### src/assert_macros.svh
// assertion macros used by the top-level rtl file
// expects clk and arst_n in the scope where a macro is used
`ifndef ASSERT_MACROS_SVH
`define ASSERT_MACROS_SVH

// same-cycle implication, disabled during reset
`define PRLM_ASSERT_NOW(lbl, ante, cons, msg) \
	lbl: assert property (@(posedge clk) disable iff (!arst_n) (ante) |-> (cons)) \
		else $error(msg);

// next-cycle implication, disabled during reset
`define PRLM_ASSERT_NEXT(lbl, ante, cons, msg) \
	lbl: assert property (@(posedge clk) disable iff (!arst_n) (ante) |=> (cons)) \
		else $error(msg);

`endif

### src/prlm_pkg.sv
// shared types and constants of the page residency manager
// used by the tables, the fifo and the top level, no dependencies
`default_nettype none

package prlm_pkg;

	localparam int DEF_MAX_PAGES = 256;
	localparam int DEF_MAX_SLOTS = 64;

	localparam logic [1:0] KIND_FRAME   = 2'd0;
	localparam logic [1:0] KIND_REQUEST = 2'd1;
	localparam logic [1:0] KIND_UPLOAD  = 2'd2;
	localparam logic [1:0] KIND_LOOKUP  = 2'd3;

	localparam logic [2:0] ST_PLACED    = 3'd0;
	localparam logic [2:0] ST_DRAINED   = 3'd1;
	localparam logic [2:0] ST_LIMIT     = 3'd2;
	localparam logic [2:0] ST_NO_VICTIM = 3'd3;
	localparam logic [2:0] ST_LOOKUP    = 3'd4;

	localparam logic [7:0] CFG_PAGES_IN_USE = 8'd0;
	localparam logic [7:0] CFG_SLOTS_IN_USE = 8'd1;
	localparam logic [7:0] CFG_UPLOADS      = 8'd2;
	localparam logic [7:0] CFG_EVICT_AGE    = 8'd3;

	localparam logic [8:0] RST_PAGES_IN_USE = 9'd256;
	localparam logic [6:0] RST_SLOTS_IN_USE = 7'd64;
	localparam logic [5:0] RST_UPLOADS      = 6'd4;
	localparam logic [3:0] RST_EVICT_AGE    = 4'd2;

	localparam logic [5:0] UPLOAD_CAP = 6'd32;

	typedef struct packed {
		logic [1:0]  kind;
		logic [31:0] frame_number;
		logic [7:0]  page;
	} item_t;

	typedef struct packed {
		logic [2:0] status;
		logic [7:0] page_out;
		logic [5:0] slot;
		logic       is_resident;
		logic       evicted_valid;
		logic [7:0] evicted_page;
		logic [6:0] resident_total;
		logic       last;
	} result_t;

endpackage

`default_nettype wire

### src/prlm_slot_tbl.sv
// per-slot occupancy store, registered read
// depends on prlm_pkg for the default depth
`default_nettype none

module prlm_slot_tbl #(
	parameter int MAX_SLOTS = prlm_pkg::DEF_MAX_SLOTS,
	parameter int SW = 6
) (
	input  wire logic          clk,
	input  wire logic [SW-1:0] rd_addr,
	output logic               rd_used,
	input  wire logic          we,
	input  wire logic [SW-1:0] waddr,
	input  wire logic          wdata
);

	logic used_mem_q [MAX_SLOTS];

	always_ff @(posedge clk) begin
		if (we) begin
			used_mem_q[waddr] <= wdata;
		end
		rd_used <= used_mem_q[rd_addr];
	end

endmodule

`default_nettype wire

### config.mk
export PLATFORM = sky130hd
export DESIGN_NAME = prlm_slot_tbl
export DESIGN_NICKNAME = d
export VERILOG_FILES = /design/src/assert_macros.svh /design/src/prlm_pkg.sv /design/src/prlm_slot_tbl.sv
export SDC_FILE = /design/constraint.sdc
export NUM_CORES = 1
export LEC_CHECK = 0
export BUFFER_PORTS_ARGS = -buffer_cell sky130_fd_sc_hd__buf_2
export CORE_ASPECT_RATIO = 1.4
export CORE_MARGIN = 3
export CORE_UTILIZATION = 60
export CTS_CLUSTER_SIZE = 12
export DETAILED_ROUTE_END_ITERATION = 8
export GPL_TIMING_DRIVEN = 0
export PLACE_DENSITY = 0.79
export SLEW_MARGIN = 10
export SYNTH_ARGS = -nofsm -noshare
export SYNTH_HDL_FRONTEND = slang
export SYNTH_SLANG_ARGS = --single-unit
### constraint.sdc
create_clock -name clk -period 2.4 [get_ports clk]
set_input_delay 0.12 -clock clk [delete_from_list [all_inputs] [get_ports clk]]
set_output_delay 0.12 -clock clk [all_outputs]
set_load 0.01 [all_outputs]
# After elaboration in Yosys (flattened, before gate mapping)

Memories as Yosys holds them, arrays and structs flattened. A register that Yosys moved wholly into a read port is not among the register bits.
Cells that the tools add are included.

Register bits: 0
RAM bits: 64
Input port bits: 15
Output and inout port bits: 1
Word-level logic and storage cells: 3
Memories kept: 1

Memories:

| name       | words | bits a word | read ports | clocked after memory_dff | wr ports | line                | text |
|---|---|---|---|---|---|---|---|
| used_mem_q | 64    | 1           | 1          | 1                        | 1        | prlm_slot_tbl.sv:17 | `logic used_mem_q [MAX_SLOTS];` |

Multiplexer cells: 2

Operator list:

| operator | number |
|---|---|
| $mux 1   | 2 |

# Longest topological paths before layout

Depth in word-level cells: 2
Mapped depth: 6
Gate-level depth less buffers: 4

# Worst setup path after synthesis

Ideal clock, no wire load.

Path type: reg2reg
Start point: memory used_mem_q[3]
End point: register rd_used, read port of used_mem_q
Setup time: 0.117 ns
Data arrival time: 1.637 ns
Data required time: 2.283 ns
Path slack: 0.646 ns
Stages on the path, launching flop included: 5
Path buffers: 0
Clock period less this slack: 1.754 ns
Cells stage by stage: edfxtp_1 mux4_1 mux4_2 or2_0 a32o_1

RTL lines:

| element         | line                | text |
|---|---|---|
| start, declared | prlm_slot_tbl.sv:17 |  |
| end, declared   | prlm_slot_tbl.sv:11 | `output logic rd_used,` |

==> run summary <==
Max Root-Sink Buffers = 2
Clock Sink Count = 65
main area contributors after synthesis = edfxtp_1 66%, nor2_1 8.6%, mux4_2 7.7%, mux4_1 6.3%, nand3_1 1.5%
via count = 1747
critical path arrival = 2.11 ns
max-slew violation count = 0
Initial Util = 63.2%
IO Pins = 16
drt drc = 0
post-placement cell area = 3030 um2
area leader, netlist = edfxtp_1
routability cong. = 0.751
Max Cap Viol = 0
H-tree depth = 3
Root Driver = clkbuf_8
die height = 88.5 um
maximum vdd drop = 0.550 mV
Post-Syn Area = 2910 um2
vias in the first global route = 1768
HPWL after DPL = 3720 um
pin count of the biggest net entering global routing = 65
# hold bufs at CTS = 0
first-pass GRT wire length = 8830 um
Final setup viols = 0
DRT Wirelength = 5710 um
kind of end point of the critical path = register
fill count = 330
crit share post-route = 77.9%
Core Region = 4610 um2
critical path startpoint category = register
CTS tree = yes
die footprint = 5740 um2
fin crit period = 1.87 ns
Critical Path RT = 2.64 ns
gr usage total = 22.5%
Power Dens Cells = 703 nW/um2
Slew headroom = 36.8%
Synth-to-Final Area Change = 10.0%
Final Hold Fails = 0
Post-Syn Instances = 204
Final Skew = 0.00825 ns
pin slew with the least headroom to its limit = 0.949 ns
GR Overflow Total = 0
drt wl/cell = 19.8 um
Port Buf Inserts = 8
antenna viol nets, final = 0
FP Rows = 29
mean post-synth cell area = 14.3 um2
Diodes inserted = 0
CP startpoint = used_mem_q[18]
fmax = 535 MHz
Die W = 64.9 um
post-synth top area share = 66.0%
setup repair bufs after CTS = 0
status = completed
LEAKAGE = 0.994 nW
Via density = 6.04
initial antenna violation count = 0
Clock Latency Late Sink = 0.34 ns
sequential share of the synthesized area = 66.6%
nets = 238
CTS resizes = 0
Initial DRC Count = 98
HP Start = rd_addr[5]
synth unique cells = 25
synth warn = 0
RSZ-0062 raised after global routing = no
crit path max fanout = 1
Seq cells post-synth = 65
First-pass DRT Iterations = 5
fraction of layout cells with a size suffix above 1 = 14.5%
Hold Path Class = in2reg
Synth Net Count = 219
classification of the worst setup path = reg2reg
setup TNS = 0 ns
Reg clk slew, reported paths = 0.07 ns
reg-to-reg startpoint = used_mem_q[18]
fin area = 3210 um2
Inserted Clock Buffers = 9
worst max-delay path, stage by stage, from the launching register on:
cell and delay [ns]:
edfxtp_1 0.36, mux4_1 0.51, mux4_2 0.47, or2_0 0.21, a32o_1 0.21
sequential cells by signal (all words and copies together) (netlist names):
signal,cells
rd_used,1
used_mem_q,64
cell type report:
cell class              instances  area [um2]  area share [%]
plain buffers                  12        53.8            1.68
clock buffers                  10         128            3.98
clock inverters                 5        47.5            1.48
multi-input cells             127         918            28.6
flip-flops and latches         65        1940            60.6
well taps                      62        77.6            2.42
repair buffers                  8        40.0            1.25
report_power, final:
| part | total, mW | leakage [nW] | switching (mW) | internal, mW |
|---|---|---|---|---|
| clock network | 0.851 | 0.0910 | 0.388 | 0.463 |
| registers | 1.26 | 0.584 | 0.00190 | 1.26 |
| logic | 0.146 | 0.318 | 0.0912 | 0.0548 |
| total | 2.26 | 0.994 | 0.481 | 1.77 |
per-stage QoR:
step	util [%]	worst slack (ns)	hold slack, ns	std cells	power [mW]
after CTS	69.6	0.513	0.0514	289	2.25
after global routing	69.6	0.451	0.0578	289	2.32
after global placement	65.8	0.422	0.374	274	1.42
after floorplan	-	0.646	0.219	204	1.37
final	69.6	0.529	0.0481	289	2.26
after detailed placement	65.8	0.270	0.403	274	1.43
kinds of logic after synthesis:
family	synth area share, %
multiplexers	14.0
AO/OA/AOI/OAI	1.59
buffers and inverters	1.85
AND/OR/NAND/NOR	15.9
flip-flops	66.6
layer usage:
metal | vias to the layer above | part of all wire, % | global-route usage, %
li1 | 808 | - | -
met1 | 847 | 37 | 25.1
met2 | 73 | 53 | 39.0
met3 | 19 | 7.0 | 5.59
met4 | 0 | 3.2 | 12.9
met5 | - | 0 | 0
synth_stat cells, drive strengths merged:
library cell,n
buf,2
edfxtp,64
a22oi,2
nand4b,1
nor3,2
or3,1
a21oi,1
mux4,17
and2b,1
a32o,1
nand3,9
a21boi,1
dfxtp,1
or2,1
nor2b,5
nand2,7
nor2,67
nand4,3
nand3b,4
clkbuf,10
or3b,1
a41oi,1
nand2b,2
final timing paths:
check                           endpoint  slack [ns]  cells past startpoint
worst max register to register   rd_used        0.53                      4
worst max-delay path             rd_used        0.53                      4
worst min-delay path             rd_used        0.05                      2
worst min register to register   rd_used        0.88                      4
cells in the final DEF (no fill, tap or decap), drive strengths merged, types with 2 or more instances in the layout:
cell type and n:
nand3 9, buf 10, a22oi 2, clkbuf 20, mux4 17, nand3b 4, nand4 3, edfxtp 64
nor2 67, nor2b 5, clkinv 4, nand2b 2, nor3 2, nand2 7
Note: power is estimated with default switching activity, not from simulation.
