### src/assert_macros.svh
// assertion macros used by the top-level rtl file
// expects clk and arst_n in the scope where a macro is used
`ifndef ASSERT_MACROS_SVH
`define ASSERT_MACROS_SVH

// same-cycle implication, disabled during reset
`define PRLM_ASSERT_NOW(lbl, ante, cons, msg) \
	lbl: assert property (@(posedge clk) disable iff (!arst_n) (ante) |-> (cons)) \
		else $error(msg);

// next-cycle implication, disabled during reset
`define PRLM_ASSERT_NEXT(lbl, ante, cons, msg) \
	lbl: assert property (@(posedge clk) disable iff (!arst_n) (ante) |=> (cons)) \
		else $error(msg);

`endif

### src/prlm_victim.sv
// shared age compare and oldest-page tracker for the eviction scan
// one candidate page per cycle, ties keep the lower page
`default_nettype none

module prlm_victim #(
	parameter int PW = 8,
	parameter int SW = 6
) (
	input  wire logic          clk,
	input  wire logic          arst_n,
	input  wire logic          start,
	input  wire logic          cand_valid,
	input  wire logic [PW-1:0] cand_page,
	input  wire logic [SW:0]   cand_slot,
	input  wire logic [31:0]   cand_last,
	input  wire logic [31:0]   frame,
	input  wire logic [3:0]    age,
	output logic               found,
	output logic [PW-1:0]      victim,
	output logic [SW-1:0]      vslot
);

	logic          found_q;
	logic [31:0]   vframe_q;
	logic [PW-1:0] victim_q;
	logic [SW-1:0] vslot_q;
	logic [32:0]   aged;
	logic          take;

	// no wrap: compare in 33 bits
	always_comb begin
		aged = {1'b0, cand_last} + 33'(age);
		take = cand_valid && cand_slot[SW] && (aged <= {1'b0, frame})
			&& (!found_q || (cand_last < vframe_q));
	end

	always_ff @(posedge clk or negedge arst_n) begin
		if (!arst_n) begin
			found_q <= 1'b0;
		end else if (start) begin
			found_q <= 1'b0;
		end else if (take) begin
			found_q <= 1'b1;
		end
	end

	always_ff @(posedge clk) begin
		if (take && !start) begin
			vframe_q <= cand_last;
			victim_q <= cand_page;
			vslot_q  <= cand_slot[SW-1:0];
		end
	end

	assign found  = found_q;
	assign victim = victim_q;
	assign vslot  = vslot_q;

endmodule

`default_nettype wire

### config.mk
export PLATFORM = sky130hd
export DESIGN_NAME = prlm_victim
export DESIGN_NICKNAME = d
export VERILOG_FILES = /design/src/assert_macros.svh /design/src/prlm_victim.sv
export SDC_FILE = /design/constraint.sdc
export NUM_CORES = 1
export LEC_CHECK = 0
export BUFFER_PORTS_ARGS = -buffer_cell sky130_fd_sc_hd__buf_4
export CORE_UTILIZATION = 33
export CTS_BUF_LIST = sky130_fd_sc_hd__clkbuf_8
export DETAILED_ROUTE_END_ITERATION = 7
export PLACE_DENSITY = 0.66
export SYNTH_ARGS = -nofsm -noshare
export SYNTH_HDL_FRONTEND = slang
export SYNTH_SLANG_ARGS = --single-unit
### constraint.sdc
create_clock -name clk -period 7.61 [get_ports clk]
set_input_delay 0 -clock clk [delete_from_list [all_inputs] [get_ports clk]]
set_output_delay 0 -clock clk [all_outputs]
set_load 0.005 [all_outputs]
======== Word-level counts from Yosys, hierarchy flattened ========
Cells that the tools add are included.
word-level totals
  register bits ........................... 47
  logic and storage cells ................. 17
  output and inout port bits .............. 15
cells by class
  reductions and logical operators ........ 8
  $add $sub $neg .......................... 1
  magnitude comparators ................... 2
  mux-type cells .......................... 2
operator list
  operator           count
  $add 32x4->33      1
  $le 33x32->1       1
  $lt 32x32->1       1
  $logic_and 1x1->1  4
  $logic_not 1->1    2
  $mux 1             2
  $reduce_bool 2->1  1
  $logic_or 1x1->1   1

======== Depth between registers and ports, before layout ========
  word-level depth ........................ 6
  gate-level depth with buffers ........... 16
  mapped depth without buffers ............ 16

======== Worst setup path after synthesis ========
No wires, ideal clock.
  path kind ............................... input port to flip-flop
  from .................................... input cand_last[0]
  to ...................................... register vframe_q[0], enable pin
  data arrival time ....................... 4303 ps
  path slack .............................. 2887 ps
  data required time ...................... 7190 ps
  stages on the path ...................... 15
  cell sequence ........................... ha_1 inv_1 fa_1 nand2b_1 a2111oi_0 and3_1 nand4_1 xnor2_1 ha_1 a21oi_1 o21ai_1 a2111oi_0 a211oi_1 a2111o_1 a21oi_2
between the ends
  cells in the longest elaborated chain, start to end .. 5
  elaborated cells between the ends (all ways) .. 7
RTL lines
  element               line               text
  start, declared       prlm_victim.sv:15  input wire logic [31:0] cand_last,
  $add 32x4->33         prlm_victim.sv:32  aged = {1'b0, cand_last} + 33'(age);
  $le 33x32->1          prlm_victim.sv:33  take = cand_valid && cand_slot[SW] && (aged <= {1'b0, frame})
  $logic_and 1x1->1     prlm_victim.sv:33
  $logic_and 1x1->1 *   prlm_victim.sv:34  && (!found_q || (cand_last < vframe_q));
  $logic_and 1x1->1 *   prlm_victim.sv:48  if (take && !start) begin
  end signal, assigned  prlm_victim.sv:49  vframe_q <= cand_last;
  end, declared         prlm_victim.sv:24  logic [31:0] vframe_q;
Every way passes the cells marked *; elsewhere a longest branch is shown, timed or not.
A chain may end at the register's enable or synchronous reset.

======== Final worst setup path ========
  from .................................... input cand_last[0]
  to ...................................... register vframe_q[31], enable pin
The elaborated chain is that of the path after synthesis.

==> impl_metrics.csv <==
group,metric,value,unit
run_status,status,"complete, no violations",
pwr,p_seq_share,44.2,%
yosys,syn-cell-area,3730,µm²
yosys,synth_area_leaders,"edfxtp_1 37%, ha_1 22%, inv_1 7.3%",
pwr,p_sw,0.182,mW
floorplanning,rows,38,
sta,fin_crit,5.20,ns
critical_path,crit_cells,18,
critical_path,cp-endpoint,"vframe_q[31]$_DFFE_PP_",
pwr,swShare,27.4,%
clock_tree,cts_buffers,5,
critical_path,r2r_start,"vframe_q[6]$_DFFE_PP_",
clock_tree,htreeDepth,2,
route,dr.pass1.iters,4,
yosys,synth.most_common_cell,"inv_1",
route,ant_nets,0,
floorplanning,die_w,108,µm
floorplanning,die_y,108,µm
sta,max_freq,0.192,GHz
critical_path,reg2reg_to,"vframe_q[31]$_DFFE_PP_",
sta,min_period_over_period,68.3,%
yosys,yosys_warnings,0,
sta,max_slew_margin,57.9,%
clock_tree,cts_setup_buffers,0,
clock_tree,cts_tree,"built",
clock_tree,clock_latency,0.31,ns
yosys,synth-main-ff-cell,"edfxtp_1",
sta,hold_viol,0,
yosys,syn_avg_cell_area,9.84,µm²
sta,rsz0062_at_grt,"false",
layout,final_util,48.2,%
yosys,yosys_register_bits,47,
route,wirelength,9610,µm
pwr,p_int,0.483,mW
global_routing,antenna_found_initial,0,
route,wire_per_inst,14.2,µm
route,drt_iter0_markers,136,
critical_path,cp_max_fo,30,
clock_tree,cts_num_sinks,47,
yosys,async_flop_share,2.13,%
critical_path,cp.required,7.59,ns
yosys,synth_top_area_share,37.0,%
critical_path,critPathBufInv,4,
yosys,syn-num-nets,534,
clock_tree,clk_pin_slew,0.10,ns
floorplanning,num_io_pins,102,
sta,fin_skew,0.00695,ns
yosys,yosysTopAreaCell,"edfxtp_1",
sta,maxSlewViolCount,0,
global_routing,grt_max_degree,31,
critical_path,critPathArrivalTime,5.18,ns
run,max-cap-violations,0,
critical_path,critPathSlowestCell,"or4_4",
clock_tree,clockBufferDepth,2,
pwr,combinationalPowerShare,26.2,%
critical_path,worst_setup_path_start_kind,"primary input",
route,routed_via_density,4.88,
critical_path,critPathKind,"primary input to flip-flop",
global_routing,overflow,0,
global_routing,grt_pass1_vias,3439,
min_path,holdCritPathClass,"primary input to flip-flop",
route,drc,0,
yosys,yosysSeqAreaShare,37.7,%
critical_path,cp_cell_sequence,"dlygate4sd3_1 -> buf_4 -> ha_1 -> inv_1 -> fa_1 -> nand2b_1 -> a21oi_1 -> nand2_1 -> nor2_1 -> nand2_1 -> xnor2_1 -> ha_1 -> nand4_1 -> or4_4 -> nor4_2 -> nand3_1 -> a21oi_4 -> buf_4",
critical_path,slowest_delay,0.57,ns
floorplanning,die-area,11700,µm²
layout,final_nets,691,
sta,worst_pin_slew,0.616,ns
yosys,netlist_top_cells_count,"73 x inv_1, 67 x ha_1, 46 x edfxtp_1",
floorplanning,start_util,34.1,%
layout,layout-drive-gt1-share,22.0,%
pwr,pwr-share-clk,29.6,%
critical_path,reg2reg_depth,8,
pwr,p_per_area,126,nW/µm²
critical_path,crit_start,"cand_last[0]",
floorplanning,core,10900,µm²
critical_path,crit_family,"simple AND/OR/NAND/NOR gates",
placement,place_congestion,0.857,
pwr,leakagePower,2.46,nW
global_routing,track_usage,17.1,%
placement,dp_hpwl,7700,µm
critical_path,r2r_slack,4.53,ns
sta,fin_setup_tns,0,ns
global_routing,grt_pass1_wl,15600,µm
layout,area_growth_syn_to_layout,41.4,%
layout,diodes,0,
critical_path,cp-end-kind,"flip-flop",
yosys,netlist_instances,379,
yosys,synth-edff-count,46,
pwr,vdd_drop_max,0.0766,mV
sta,finalSetupViolCount,0,
route,num_vias,3304,
clock_tree,clockRootBuffer,"clkbuf_8",
placement,port_buffers,101,
yosys,ys_types,41,
flip-flops by register name, indices dropped and copies added, names as in the netlist:
register and flops:
found 1, vframe_q 32, victim 8, vslot 6
placed cells by master, fill, tap and decap left out, types with 9 or more instances in the layout:
| cell type | n |
|---|---|
| a21oi_1 | 25 |
| xor2_1 | 9 |
| dlygate4sd3_1 | 48 |
| ha_1 | 67 |
| buf_4 | 102 |
| nand3_1 | 18 |
| nand4_1 | 21 |
| nand2_1 | 26 |
| edfxtp_1 | 46 |
| inv_1 | 73 |
| nor2_1 | 13 |
| xnor2_1 | 21 |
stage by stage:
| stage | worst slack [ns] | instances | hold slack (ns) | total power, mW | instance area, µm² |
|---|---|---|---|---|---|
| after CTS | 2.37 | 677 | 0.0562 | 0.673 | 5270 |
| final | 2.41 | 677 | 0.0628 | 0.665 | 5270 |
| after detailed placement | 2.65 | 621 | -0.224 | 0.455 | 4680 |
| after global placement | 2.84 | 621 | -0.224 | 0.448 | 4680 |
| after global routing | 2.04 | 677 | 0.0558 | 0.698 | 5270 |
| after floorplan | 2.89 | 379 | -0.296 | 0.380 | 3730 |
how the worst min path moves through the flow:
stage	to	cells after the start	slack [ns]	from
finish	found$_DFFE_PN0P_	3	0.06	start
CTS	found$_DFFE_PN0P_	3	0.06	start
global route	found$_DFFE_PN0P_	3	0.06	start
floorplan	found$_DFFE_PN0P_	0	-0.30	arst_n
global placement	found$_DFFE_PN0P_	1	-0.22	arst_n
detailed placement	found$_DFFE_PN0P_	1	-0.22	arst_n
layer usage:
layer,vias up,wire [µm],track usage [%]
li1,1664,-,-
met1,1538,4190,21.6
met2,89,4800,30.1
met3,13,467,2.17
met4,0,152,5.50
met5,-,0,0
what timing repair did:
action / in CTS / in global routing
hold endpoints to repair: 47 / 0
hold buffers: 48 / 0
endpoints found under the setup margin: 0 / 0
gates resized for setup: 0 / 0
worst register-to-register path: cells and delay by family (launching register included):
| kind | cells | cell delay, ns |
|---|---|---|
| buf+inv | 2 | 0.52 |
| compound gates | 5 | 1.59 |
| flops | 1 | 0.38 |
| fa+ha+maj | 1 | 0.24 |
power by group through the flow:
stage | clock [mW] | sequential (mW) | combinational (mW)
floorplan | 0 | 0.300 | 0.0801
CTS | 0.203 | 0.294 | 0.176
finish | 0.197 | 0.294 | 0.174
global route | 0.207 | 0.295 | 0.196
detailed placement | 0 | 0.300 | 0.154
global placement | 0 | 0.300 | 0.149
logic make-up (layout without fill, tap and decap cells):
logic type | Yosys count | in the layout | synth area share [%]
simple gates | 105 | 105 | 15.3
compound gates | 56 | 56 | 9.53
fa+ha+maj | 68 | 68 | 23.0
buf+inv | 73 | 231 | 7.35
xor+xnor | 30 | 30 | 7.05
flops | 47 | 47 | 37.7
area by class of cell:
cell class	count	area (µm²)
Tap cell	140	175
Timing Repair Buffer	150	1250
Multi-Input combinational cell	259	2060
Fill cell	1066	5660
Sequential cell	47	1410
Clock buffer	5	68.8
Inverter	73	274
Clock inverter	3	46.3
No activity file was read; power rests on OpenSTA's default activity.
